--- config.mk ---
export PLATFORM = sky130hd
export DESIGN_NAME = mode_s_dump_line_parser_core
export DESIGN_NICKNAME = d
export VERILOG_FILES = /design/src/design/msdlp_pkg.sv /design/src/design/mode_s_dump_line_parser_core.sv
export SDC_FILE = /design/constraint.sdc
export NUM_CORES = 1
export LEC_CHECK = 0
export BUFFER_PORTS_ARGS = -buffer_cell sky130_fd_sc_hd__buf_2
export CORE_MARGIN = 4
export CORE_UTILIZATION = 53
export DETAILED_ROUTE_END_ITERATION = 8
export GPL_TIMING_DRIVEN = 1
export PLACE_DENSITY = 0.76
export SLEW_MARGIN = 20
export SYNTH_ARGS = -nofsm -noshare
export SYNTH_HDL_FRONTEND = slang
export SYNTH_SLANG_ARGS = --single-unit
export TNS_END_PERCENT = 1
--- constraint.sdc ---
create_clock -name clk -period 4.8 [get_ports clk]
set_input_delay 0 -clock clk [delete_from_list [all_inputs] [get_ports clk]]
set_output_delay 0 -clock clk [all_outputs]
set_load 0.02 [all_outputs]
--- src/design/msdlp_pkg.sv ---
`default_nettype none
package msdlp_pkg;

  localparam int TIME_W = 34;
  localparam int ADDR_W = 32;
  localparam int HALF_W = 56;
  localparam int MSG_W  = 112;
  localparam int LEN_W  = 5;
  localparam int DF_W   = 5;

  localparam logic [7:0] CH_COLON = 8'h3a;
  localparam logic [7:0] CH_STAR  = 8'h2a;
  localparam logic [7:0] CH_SEMI  = 8'h3b;
  localparam logic [7:0] CH_ZERO  = 8'h30;
  localparam logic [7:0] CH_NINE  = 8'h39;

  localparam logic [LEN_W-1:0] LEN_MAX    = 5'd31;
  localparam logic [LEN_W-1:0] LEN_ADDR   = 5'd6;
  localparam logic [LEN_W-1:0] LEN_TIME_A = 5'd9;
  localparam logic [LEN_W-1:0] LEN_TIME_B = 5'd10;
  localparam logic [LEN_W-1:0] LEN_SHORT  = 5'd14;
  localparam logic [LEN_W-1:0] LEN_LONG   = 5'd28;
  // wrapped forms carry a leading star and a trailing semicolon
  localparam logic [LEN_W-1:0] LEN_SHORT_W = 5'd16;
  localparam logic [LEN_W-1:0] LEN_LONG_W  = 5'd30;
  localparam logic [LEN_W-1:0] LEN_WRAP_MIN = 5'd2;

  localparam logic [ADDR_W-1:0] NO_ADDRESS = 32'hff00_0000;
  localparam logic [TIME_W-1:0] ACC_MAX    = '1;

  localparam logic [31:0] SHORT_MASK_RST = 32'd2097;
  localparam logic [31:0] LONG_MASK_RST  = 32'd20905984;

  localparam logic REG_SHORT_MASK = 1'b0;
  localparam logic REG_LONG_MASK  = 1'b1;

  typedef struct packed {
    logic inhex_prev;  // hex from index 1 through previous char
    logic inhex;       // hex from index 1 through current char
    logic semi;        // last char is a semicolon
    logic star;        // first char is a star
    logic hex;         // all chars hex
    logic dec;         // all chars decimal
  } tok_flags_t;

  localparam tok_flags_t TOK_FLAGS_RST = '{
    inhex_prev: 1'b1, inhex: 1'b1, semi: 1'b0, star: 1'b0, hex: 1'b1, dec: 1'b1
  };

  typedef struct packed {
    logic lng;
    logic msg;
    logic addr;
    logic tim;
  } found_t;

  typedef struct packed {
    logic       ok;
    logic [3:0] value;
  } hex_digit_t;

  function automatic hex_digit_t hex_value(input logic [7:0] c);
    hex_digit_t h;
    h.ok    = 1'b1;
    h.value = 4'd0;
    if (c >= 8'h30 && c <= 8'h39) begin
      h.value = 4'(c - 8'h30);
    end else if (c >= 8'h41 && c <= 8'h46) begin
      h.value = 4'(c - 8'h37);
    end else if (c >= 8'h61 && c <= 8'h66) begin
      h.value = 4'(c - 8'h57);
    end else begin
      h.ok = 1'b0;
    end
    return h;
  endfunction

endpackage
`default_nettype wire

--- src/design/mode_s_dump_line_parser_core.sv ---
// a result appears in the cycle after its end-of-line word is accepted
// throughput: one word per cycle; each word goes through combinational logic
// straight into the token state and result registers
// a result held by result_ready low stalls every incoming word
// rst (synchronous, active high) clears the token, the nibble window, the line
// flags and the result valid, and loads the format masks with their defaults
`default_nettype none
module mode_s_dump_line_parser_core
  import msdlp_pkg::*;
#(
  parameter int MAX_MSG_NIBBLES = 28
) (
  input  wire logic               clk,
  input  wire logic               rst,
  input  wire logic               psel,
  input  wire logic               penable,
  input  wire logic               pwrite,
  input  wire logic [2:0]         paddr,
  input  wire logic [31:0]        pwdata,
  output logic      [31:0]        prdata,
  output logic                    pready,
  input  wire logic               item_valid,
  output logic                    item_ready,
  input  wire logic [7:0]         char_in,
  input  wire logic               end_of_line,
  output logic                    result_valid,
  input  wire logic               result_ready,
  output logic                    msg_valid,
  output logic                    long_msg,
  output logic      [DF_W-1:0]    df_code,
  output logic      [HALF_W-1:0]  msg_first_half,
  output logic      [HALF_W-1:0]  msg_second_half,
  output logic      [TIME_W-1:0]  stamp_seconds,
  output logic      [ADDR_W-1:0]  icao_address
);

  localparam int   WIN_W   = 4 * MAX_MSG_NIBBLES;
  localparam logic LONG_OK = (MAX_MSG_NIBBLES >= 28);

  logic [31:0]        short_mask;
  logic [31:0]        long_mask;
  logic [LEN_W-1:0]   tok_len;
  tok_flags_t         tok_flags;
  logic [WIN_W-1:0]   win;
  logic [TIME_W-1:0]  acc;
  logic [TIME_W-1:0]  cap_time;
  logic [ADDR_W-1:0]  cap_addr;
  found_t             found;
  logic [MSG_W-1:0]   msg_store;

  logic [LEN_W-1:0]   tok_len_next;
  tok_flags_t         tok_flags_next;
  logic [WIN_W-1:0]   win_next;
  logic [TIME_W-1:0]  acc_next;
  logic [TIME_W-1:0]  cap_time_next;
  logic [ADDR_W-1:0]  cap_addr_next;
  found_t             found_next;
  logic [MSG_W-1:0]   msg_store_next;

  logic               accept;
  logic               take;
  logic               close;
  logic               eol;
  hex_digit_t         hx;
  logic               is_dec;
  tok_flags_t         f;
  logic [TIME_W+3:0]  acc_mul;
  logic [MSG_W-1:0]   win_ext;
  logic               is_time;
  logic               is_addr;
  logic               star_ok;
  logic               n14;
  logic               n28;
  logic               is_msg;
  found_t             found_cl;
  logic [MSG_W-1:0]   store_cl;
  logic [TIME_W-1:0]  time_cl;
  logic [ADDR_W-1:0]  addr_cl;
  logic [DF_W-1:0]    df_cl;

  // config port
  assign pready = 1'b1;
  assign prdata = (paddr[2] == REG_LONG_MASK) ? long_mask : short_mask;

  always_ff @(posedge clk) begin
    if (rst) begin
      short_mask <= SHORT_MASK_RST;
      long_mask  <= LONG_MASK_RST;
    end else if (psel && penable && pwrite && pready) begin
      unique case (paddr[2])
        REG_SHORT_MASK: short_mask <= pwdata;
        REG_LONG_MASK:  long_mask  <= pwdata;
        default: ;
      endcase
    end
  end

  assign item_ready = !result_valid || result_ready;
  assign accept     = item_valid && item_ready;
  assign eol        = accept && end_of_line;
  assign take       = accept && !end_of_line && (char_in != CH_COLON);
  assign close      = accept && (end_of_line || (char_in == CH_COLON));

  assign hx      = hex_value(char_in);
  assign is_dec  = (char_in >= CH_ZERO) && (char_in <= CH_NINE);
  assign win_ext = MSG_W'(win);

  // classify the current token as it closes
  always_comb begin
    is_time = !found.tim && ((tok_len == LEN_TIME_A) || (tok_len == LEN_TIME_B))
              && tok_flags.dec;
    is_addr = !is_time && !found.addr && (tok_len == LEN_ADDR) && tok_flags.hex;
    star_ok = (tok_len > LEN_WRAP_MIN) && tok_flags.star && tok_flags.semi
              && tok_flags.inhex_prev;
    n14     = (star_ok && tok_len == LEN_SHORT_W) || (tok_flags.hex && tok_len == LEN_SHORT);
    n28     = LONG_OK && ((star_ok && tok_len == LEN_LONG_W)
              || (tok_flags.hex && tok_len == LEN_LONG));
    is_msg  = close && !is_time && !is_addr && !found.msg && (n14 || n28);

    found_cl = found;
    time_cl  = cap_time;
    addr_cl  = cap_addr;
    store_cl = msg_store;
    if (close && is_time) begin
      found_cl.tim = 1'b1;
      time_cl      = acc;
    end
    if (close && is_addr) begin
      found_cl.addr = 1'b1;
      addr_cl       = ADDR_W'(win[23:0]);
    end
    if (is_msg) begin
      found_cl.msg = 1'b1;
      found_cl.lng = n28;
      // short message goes to the upper half, lower half reads as zero
      store_cl = n28 ? win_ext : {win_ext[HALF_W-1:0], {HALF_W{1'b0}}};
    end
    df_cl = store_cl[MSG_W-1 -: DF_W];
  end

  // per-character token tracking
  always_comb begin
    f = tok_flags;
    if (!is_dec) f.dec = 1'b0;
    if (!hx.ok)  f.hex = 1'b0;
    if (tok_len == '0) begin
      f.star = (char_in == CH_STAR);
    end else begin
      f.inhex_prev = f.inhex;
      if (!hx.ok) f.inhex = 1'b0;
    end
    f.semi  = (char_in == CH_SEMI);
    acc_mul = {1'b0, acc, 3'b000} + {3'b000, acc, 1'b0} + (TIME_W+4)'(char_in[3:0]);

    tok_len_next   = tok_len;
    tok_flags_next = tok_flags;
    acc_next       = acc;
    win_next       = win;
    found_next     = found_cl;
    cap_time_next  = time_cl;
    cap_addr_next  = addr_cl;
    msg_store_next = store_cl;

    if (take) begin
      tok_flags_next = f;
      if (f.dec && is_dec) begin
        acc_next = (acc_mul > (TIME_W+4)'(ACC_MAX)) ? ACC_MAX : acc_mul[TIME_W-1:0];
      end
      if (hx.ok) begin
        win_next = {win[WIN_W-5:0], hx.value};
      end
      if (tok_len != LEN_MAX) begin
        tok_len_next = tok_len + 1'b1;
      end
    end
    if (close) begin
      tok_len_next   = '0;
      tok_flags_next = TOK_FLAGS_RST;
      acc_next       = '0;
    end
    if (eol) begin
      found_next    = '0;
      cap_time_next = '0;
      cap_addr_next = NO_ADDRESS;
    end
  end

  always_ff @(posedge clk) begin
    if (rst) begin
      tok_len   <= '0;
      tok_flags <= TOK_FLAGS_RST;
      acc       <= '0;
      win       <= '0;
      found     <= '0;
      cap_time  <= '0;
      cap_addr  <= NO_ADDRESS;
    end else begin
      tok_len   <= tok_len_next;
      tok_flags <= tok_flags_next;
      acc       <= acc_next;
      win       <= win_next;
      found     <= found_next;
      cap_time  <= cap_time_next;
      cap_addr  <= cap_addr_next;
    end
  end

  always_ff @(posedge clk) begin
    msg_store <= msg_store_next;
  end

  // result register
  always_ff @(posedge clk) begin
    if (rst) begin
      result_valid <= 1'b0;
    end else if (eol) begin
      result_valid <= 1'b1;
    end else if (result_ready) begin
      result_valid <= 1'b0;
    end
  end

  always_ff @(posedge clk) begin
    if (eol) begin
      stamp_seconds <= time_cl;
      icao_address  <= addr_cl;
      if (found_cl.msg) begin
        long_msg        <= found_cl.lng;
        df_code         <= df_cl;
        msg_first_half  <= store_cl[MSG_W-1:HALF_W];
        msg_second_half <= found_cl.lng ? store_cl[HALF_W-1:0] : '0;
        msg_valid       <= found_cl.lng ? long_mask[df_cl] : short_mask[df_cl];
      end else begin
        long_msg        <= 1'b0;
        df_code         <= '0;
        msg_first_half  <= '0;
        msg_second_half <= '0;
        msg_valid       <= 1'b0;
      end
    end
  end

  a_result_from_eol: assert property (@(posedge clk) disable iff (rst)
    $rose(result_valid) |-> $past(item_valid && item_ready && end_of_line))
    else $error("result without end of line");

  a_df_matches: assert property (@(posedge clk) disable iff (rst)
    result_valid && msg_valid |-> df_code == msg_first_half[HALF_W-1 -: DF_W])
    else $error("df code does not match message byte 0");

  a_short_zero: assert property (@(posedge clk) disable iff (rst)
    result_valid && !long_msg |-> msg_second_half == '0)
    else $error("short message has nonzero second half");

  a_long_allowed: assert property (@(posedge clk) disable iff (rst)
    result_valid && long_msg |-> LONG_OK)
    else $error("long message wider than window");

endmodule
`default_nettype wire
Word-level counts from Yosys, hierarchy flattened

Index checks and enable logic that the tools add are counted.

Word-level logic and storage cells: 133
Register bits: 589
Input port bits: 51

Reductions and logical operators: 56
Equality and inequality tests: 12
Add/subtract/negate cells: 6
$lt $le $gt $ge: 9
Muxes and demuxes: 21
Bitwise gates (word level): 3

Operators by type and width:

| operator             | number |
|---|---|
| $mux 112             | 2 |
| $mux 34              | 2 |
| $mux 32              | 2 |
| $add 37x35->38       | 1 |
| $add 38x4->38        | 1 |
| $gt 38x34->1 const B | 1 |
| $logic_and 1x1->1    | 29 |
| $eq 8x6->1 const B   | 3 |
| $reduce_and 2->1     | 9 |
| $ge 8x7->1 const B   | 2 |
| $le 8x7->1 const B   | 2 |
| $eq 5x4->1 const B   | 3 |
| $eq 5x5->1 const B   | 3 |
| $mux 4               | 3 |
| $bmux 1 s5           | 2 |
| $mux 1               | 9 |
| $ge 8x6->1 const B   | 1 |
| $le 8x6->1 const B   | 1 |
| $ne 8x6->1 const B   | 1 |
| $sub 4x3->4 const B  | 2 |
| $logic_not 1->1      | 7 |
| $logic_or 1x1->1     | 6 |
| $lt 5x6->1 const B   | 1 |
| $add 5x1->5 const B  | 1 |
| 10 further kinds     | 13 |

Longest topological paths before layout

Word-level depth: 16
Depth in mapped cells: 17
Gate-level depth less buffers: 13

Worst setup path before layout

No wires, ideal clock.

Path kind: flip-flop to flip-flop
Start: register result_valid
End: register df_code[0] (enable)
Period minus slack after synthesis: 5.013 ns
Path buffers: 0
Path slack: -0.213 ns
Data arrival time: 4.480 ns
Stages on the path, launching flop included: 5
Cells stage by stage: dfxtp_1 -> nand2b_1 -> and2_0 -> nand2_1 -> inv_1

Longest elaborated chain between the ends: 4

RTL lines:

| what                     | line                                | text |
|---|---|---|
| start: declaration       | mode_s_dump_line_parser_core.sv:26  | `output logic result_valid,` |
| start signal: assignment | mode_s_dump_line_parser_core.sv:215 | `result_valid <= 1'b0;` |
| start signal: assignment | mode_s_dump_line_parser_core.sv:217 | `result_valid <= 1'b1;` |
| start signal: assignment | mode_s_dump_line_parser_core.sv:219 | `result_valid <= 1'b0;` |
| $logic_not 1->1          | mode_s_dump_line_parser_core.sv:98  | `assign item_ready = !result_valid \|\| result_ready;` |
| $logic_or 1x1->1         | mode_s_dump_line_parser_core.sv:98  |  |
| net item_ready           | mode_s_dump_line_parser_core.sv:23  | `output logic item_ready,` |
| $logic_and 1x1->1        | mode_s_dump_line_parser_core.sv:99  | `assign accept = item_valid && item_ready;` |
| $logic_and 1x1->1        | mode_s_dump_line_parser_core.sv:100 | `assign eol = accept && end_of_line;` |
| net eol                  | mode_s_dump_line_parser_core.sv:63  | `logic eol;` |
| end signal: assignment   | mode_s_dump_line_parser_core.sv:229 | `df_code <= df_cl;` |
| end: declaration         | mode_s_dump_line_parser_core.sv:30  | `output logic [DF_W-1:0] df_code,` |

The timed path passes the listed nets, and every way through them passes these cells.
A chain may end at the register's enable or synchronous reset.

Worst setup path in the final report

Start: register tok_len[0]
End: register msg_valid, data pin

Longest elaborated chain between the ends: 16

RTL lines:

| what                            | line                                                                     | text |
|---|---|---|
| start: declaration              | mode_s_dump_line_parser_core.sv:42                                       | `logic [LEN_W-1:0] tok_len;` |
| start signal: assignment        | mode_s_dump_line_parser_core.sv:198                                      | `tok_len <= tok_len_next;` |
| $eq 5x4->1                      | mode_s_dump_line_parser_core.sv:110                                      | `is_time = !found.tim && ((tok_len == LEN_TIME_A) \|\| (tok_len == LEN_TIME_B))` |
| $logic_or 1x1->1                | mode_s_dump_line_parser_core.sv:110                                      |  |
| $logic_and 1x1->1               | mode_s_dump_line_parser_core.sv:110                                      |  |
| $logic_and 1x1->1               | mode_s_dump_line_parser_core.sv:111                                      | `&& tok_flags.dec;` |
| $logic_not 1->1                 | mode_s_dump_line_parser_core.sv:112, mode_s_dump_line_parser_core.sv:118 |  |
| $logic_and 1x1->1 (3 in series) | mode_s_dump_line_parser_core.sv:112                                      | `is_addr = !is_time && !found.addr && (tok_len == LEN_ADDR) && tok_flags.hex;` |
| $logic_not 1->1                 | mode_s_dump_line_parser_core.sv:118                                      | `is_msg = close && !is_time && !is_addr && !found.msg && (n14 \|\| n28);` |
| $logic_and 1x1->1 (3 in series) | mode_s_dump_line_parser_core.sv:118                                      |  |
| $mux 112 (*)                    | mode_s_dump_line_parser_core.sv:132                                      | `if (is_msg) begin` |
| net msg_store_next[109]         | mode_s_dump_line_parser_core.sv:58                                       | `logic [MSG_W-1:0] msg_store_next;` |
| $bmux 1 s5                      | mode_s_dump_line_parser_core.sv:232                                      | `msg_valid <= found_cl.lng ? long_mask[df_cl] : short_mask[df_cl];` |
| $mux 1 (not written as such)    | mode_s_dump_line_parser_core.sv:232                                      |  |
| $mux 1 (*)                      | mode_s_dump_line_parser_core.sv:232                                      |  |
| end signal: assignment          | mode_s_dump_line_parser_core.sv:232                                      |  |
| end: declaration                | mode_s_dump_line_parser_core.sv:28                                       | `output logic msg_valid,` |

Mark *: on every way through the listed nets, which the timed path passes. The rest lies on a longest branch. The select of a mux whose other input is x is not followed.

==> reports/qor.log <==
INFO  setup_path     crit_arrival=4.49ns
INFO  global_route   vias_in_the_first_global_route=17,800
INFO  global_route   largest_net_degree_at_the_start_of_global_routing=111
INFO  clock_network  clk-insertion-delay-late=0.62ns
INFO  sta            number_of_hold_violations_in_the_final_report=0
INFO  sta            grt_setup_unrepaired=no
INFO  pwr            p_sw_frac=0.220
INFO  setup_path     endpoint_kind=flop
INFO  pwr            p_leak=10.9nW
INFO  clock_network  clk_pin_slew=0.06ns
INFO  outcome        outcome=completed
INFO  yosys          number_of_nets_produced_by_synthesis=2,469
INFO  yosys          synth_enable_flop_cells=180
INFO  setup_path     critical_path_data_required_time=5.25ns
INFO  setup_path     critical-path-slowest-cell=a21oi_1
INFO  sta            fin_setup_tns=0ns
INFO  cells_and_area drive_gt1_frac=0.198
INFO  yosys          synth_seq_area_share=0.558
INFO  global_route   first_pass_grt_wire_length=94.7mm
INFO  floorplanning  fp.dieH=222um
INFO  pwr            seq_power_share=0.509
INFO  floorplanning  fp.dieArea=49,100squm
INFO  sta            worstMarginPinSlew=1.06ns
INFO  yosys          synth_top_flop_cell=dfxtp_1
INFO  placed_design  place.detailed.hpwl=37.7mm
INFO  detailed_routing antenna_violating_nets_post_route=0
INFO  clock_network  cts_sinks=584
INFO  yosys          synth.ff_latch_count=584
INFO  pwr            power_frac_clock=0.447
INFO  detailed_routing overall_routed_net_length=58.8mm
INFO  yosys          postSynthCellCount=2,340
INFO  setup_path     max_stage_delay=0.57ns
INFO  floorplanning  placementRows=78
INFO  sta            max_freq=248MHz
INFO  clock_network  clockBufferDepth=3
INFO  cells_and_area layout.cell_area.non_filler=28,500squm
INFO  yosys          synthDistinctLibCells=77
INFO  sta            post-route-period-util=0.841
INFO  floorplanning  die_x=222um
INFO  setup_path     critPathMaxFanout=55
INFO  pwr            total_switching_power=0.00225W
INFO  yosys          synth_top_cell_area_share=0.334
INFO  detailed_routing drc=0
INFO  global_route   grt_antenna_before_repair=2
INFO  yosys          synth-warning-count=0
INFO  placed_design  numPortBuffers=267
INFO  detailed_routing initialDrtViolationCount=1,248
INFO  floorplanning  start_util=0.534
INFO  flow_run       timing.max_cap.violations=0
INFO  yosys          syn-cell-area=24,200squm
INFO  yosys          cell_with_the_most_instances_after_synthesis=nand2_1
INFO  yosys          synth_top_cells_by_count=459 x nand2_1, 404 x dfxtp_1, 226 x a21oi_1, 180 x edfxtp_1, 126 x clkbuf_1
INFO  hold_path      worst_hold_path_type=in -> reg
INFO  yosys          async_reset_ff_frac=0
INFO  setup_path     cp_cell_instances=inv_1 -> ha_1 -> and3b_1 -> a31oi_1 -> and4b_1 -> buf_4 -> nand2_4 -> buf_4 -> a21oi_1 -> inv_1 -> a211oi_1 -> o211ai_1 -> and4_4 -> a211oi_2
INFO  detailed_routing vias_per_cell=5.54
INFO  clock_network  tritoncts=built
INFO  yosys          postSynthAreaPerCell=10.3squm
INFO  yosys          post-synth-top-area-cell=dfxtp_1
INFO  yosys          netlist_top_cells_area=dfxtp_1 33%, edfxtp_1 22%, nand2_1 7.1%, a21oi_1 4.7%, mux2_2 4.3%
INFO  global_route   grt_util_all_layers=0.231
INFO  detailed_routing num_vias=18,000
INFO  cells_and_area layout.nets=2,719
INFO  sta            report.final.slew_viol_count=0
INFO  pwr            power.ir.vdd_worst=0.275mV
INFO  setup_path     timing.critical_path.from_type=flop
INFO  pwr            share_comb_of_total_power=0.044
INFO  clock_network  root_buffer=clkbuf_16
INFO  cells_and_area syn_to_final_growth=17.7%
INFO  sta            slew-limit-headroom=0.290
INFO  placed_design  globalplace.congestion=0.897
INFO  pwr            internal-power=0.00796W
INFO  detailed_routing drtPass1Iterations=6
INFO  clock_network  maximum_level_of_the_cts_h_tree=2
INFO  clock_network  total_clock_buffers_created_by_cts=57
INFO  floorplanning  floorplan.core_area=45,300squm
INFO  placed_design  detailed_place.area=25,900squm
INFO  sta            period_minus_slack=4.04ns
INFO  setup_path     crit_type=reg -> reg
INFO  sta            report.final.setup_viol=0
INFO  sta            finalClockSkew=0.0158ns
INFO  cells_and_area final_core_utilization=0.629
INFO  global_route   gr-total-overflow=0
INFO  pwr            power_density=359nW/um^2
INFO  floorplanning  num_io_pins=271
INFO  detailed_routing routedWlPerCell=18.1um
power by group through the flow:
stage	registers (W)	logic, W	clock network (W)
3_5_place_dp	0.00530	0.000411	0
6_report	0.00519	0.000450	0.00457
3_3_place_gp	0.00530	0.000405	0
2_1_floorplan	0.00538	0.000175	0
4_1_cts	0.00519	0.000447	0.00466
5_1_grt	0.00520	0.000485	0.00486
path summary, 6_finish.rpt:
check,start,to,cells after the start,slack (ns)
worst max-delay path,tok_len[0],msg_valid,14,0.76
worst min-delay path,char_in[5],tok_flags[3],4,0.03
worst min register to register,tok_flags[2],tok_flags[2],2,0.45
worst max register to register,tok_len[0],msg_valid,14,0.76
cells by family after synthesis:
kind of cell,count (synthesis),synth area share
AOI/OAI and AO/OA,541,0.140
xor gates and xnor gates,37,0.0134
adders and majority gates,78,0.0410
buffers and inverters,179,0.0298
DFF,584,0.558
muxes,166,0.0740
other,1,0.000155
and+or+nand+nor,754,0.144
cell usage in the layout (no fill, tap or decap), types with 59 or more instances in the layout:
| cell | synthesis | layout |
|---|---|---|
| nand2_1 | 459 | 457 |
| mux2i_1 | 72 | 72 |
| ha_1 | 76 | 76 |
| mux2_2 | 92 | 92 |
| a22o_1 | 61 | 60 |
| nor2b_1 | 73 | 73 |
| o21ai_0 | 101 | 101 |
| edfxtp_1 | 180 | 180 |
| a21oi_1 | 226 | 226 |
| buf_2 | 8 | 266 |
| o21a_1 | 59 | 59 |
| dfxtp_1 | 404 | 403 |
| clkbuf_16 | 0 | 59 |
| and2_1 | 61 | 59 |
worst max-delay path: cells and delay by family, from the launching register on:
kind	cells	cell delay [ns]
and+or+nand+nor	4	0.89
AOI/OAI and AO/OA	5	1.42
DFF	1	0.43
buffers and inverters	4	0.88
adders and majority gates	1	0.26
layer usage:
metal	track usage	wire, um	vias to the layer above
li1	-	-	8717
met1	0.309	25800	8629
met3	0.0357	3100	109
met2	0.390	28400	510
met4	0.0682	1470	0
met5	0	0	-
through the flow:
stage | instances | hold slack (ns) | total power [W] | worst slack [ns]
after floorplan | 2340 | 0.121 | 0.00556 | 0.648
after global placement | 3072 | 0.228 | 0.00571 | 0.827
after detailed placement | 3072 | 0.235 | 0.00571 | 0.785
after CTS | 3236 | 0.00527 | 0.0103 | 0.787
after global routing | 3240 | 0.0676 | 0.0105 | 0.494
final | 3241 | 0.0336 | 0.0102 | 0.761
layout make-up:
class / instances / area (sq um)
Antenna cell: 3 / 7.51
Clock buffer: 81 / 1680
Clock inverter: 26 / 268
Fill cell: 3627 / 16800
Inverter: 21 / 87.6
Multi-Input combinational cell: 1577 / 10000
Sequential cell: 584 / 13500
Tap cell: 600 / 751
Timing Repair Buffer: 349 / 2150
flip-flops by register name, indices dropped and copies added, names as in the netlist, 5 cells and up:
signal / count
msg_store: 112
win: 112
msg_second_half: 56
msg_first_half: 51
acc: 34
cap_time: 34
stamp_seconds: 34
cap_addr: 32
icao_address: 32
long_mask: 32
short_mask: 32
tok_flags: 6
df_code: 5
tok_len: 5
repair_timing:
item | in CTS | in global routing
gates resized for setup | 0 | 0
buffers inserted | 0 | 0
hold endpoints to repair | 75 | 0
hold buffers | 57 | 0
Note: power is estimated with default switching activity, not from simulation.
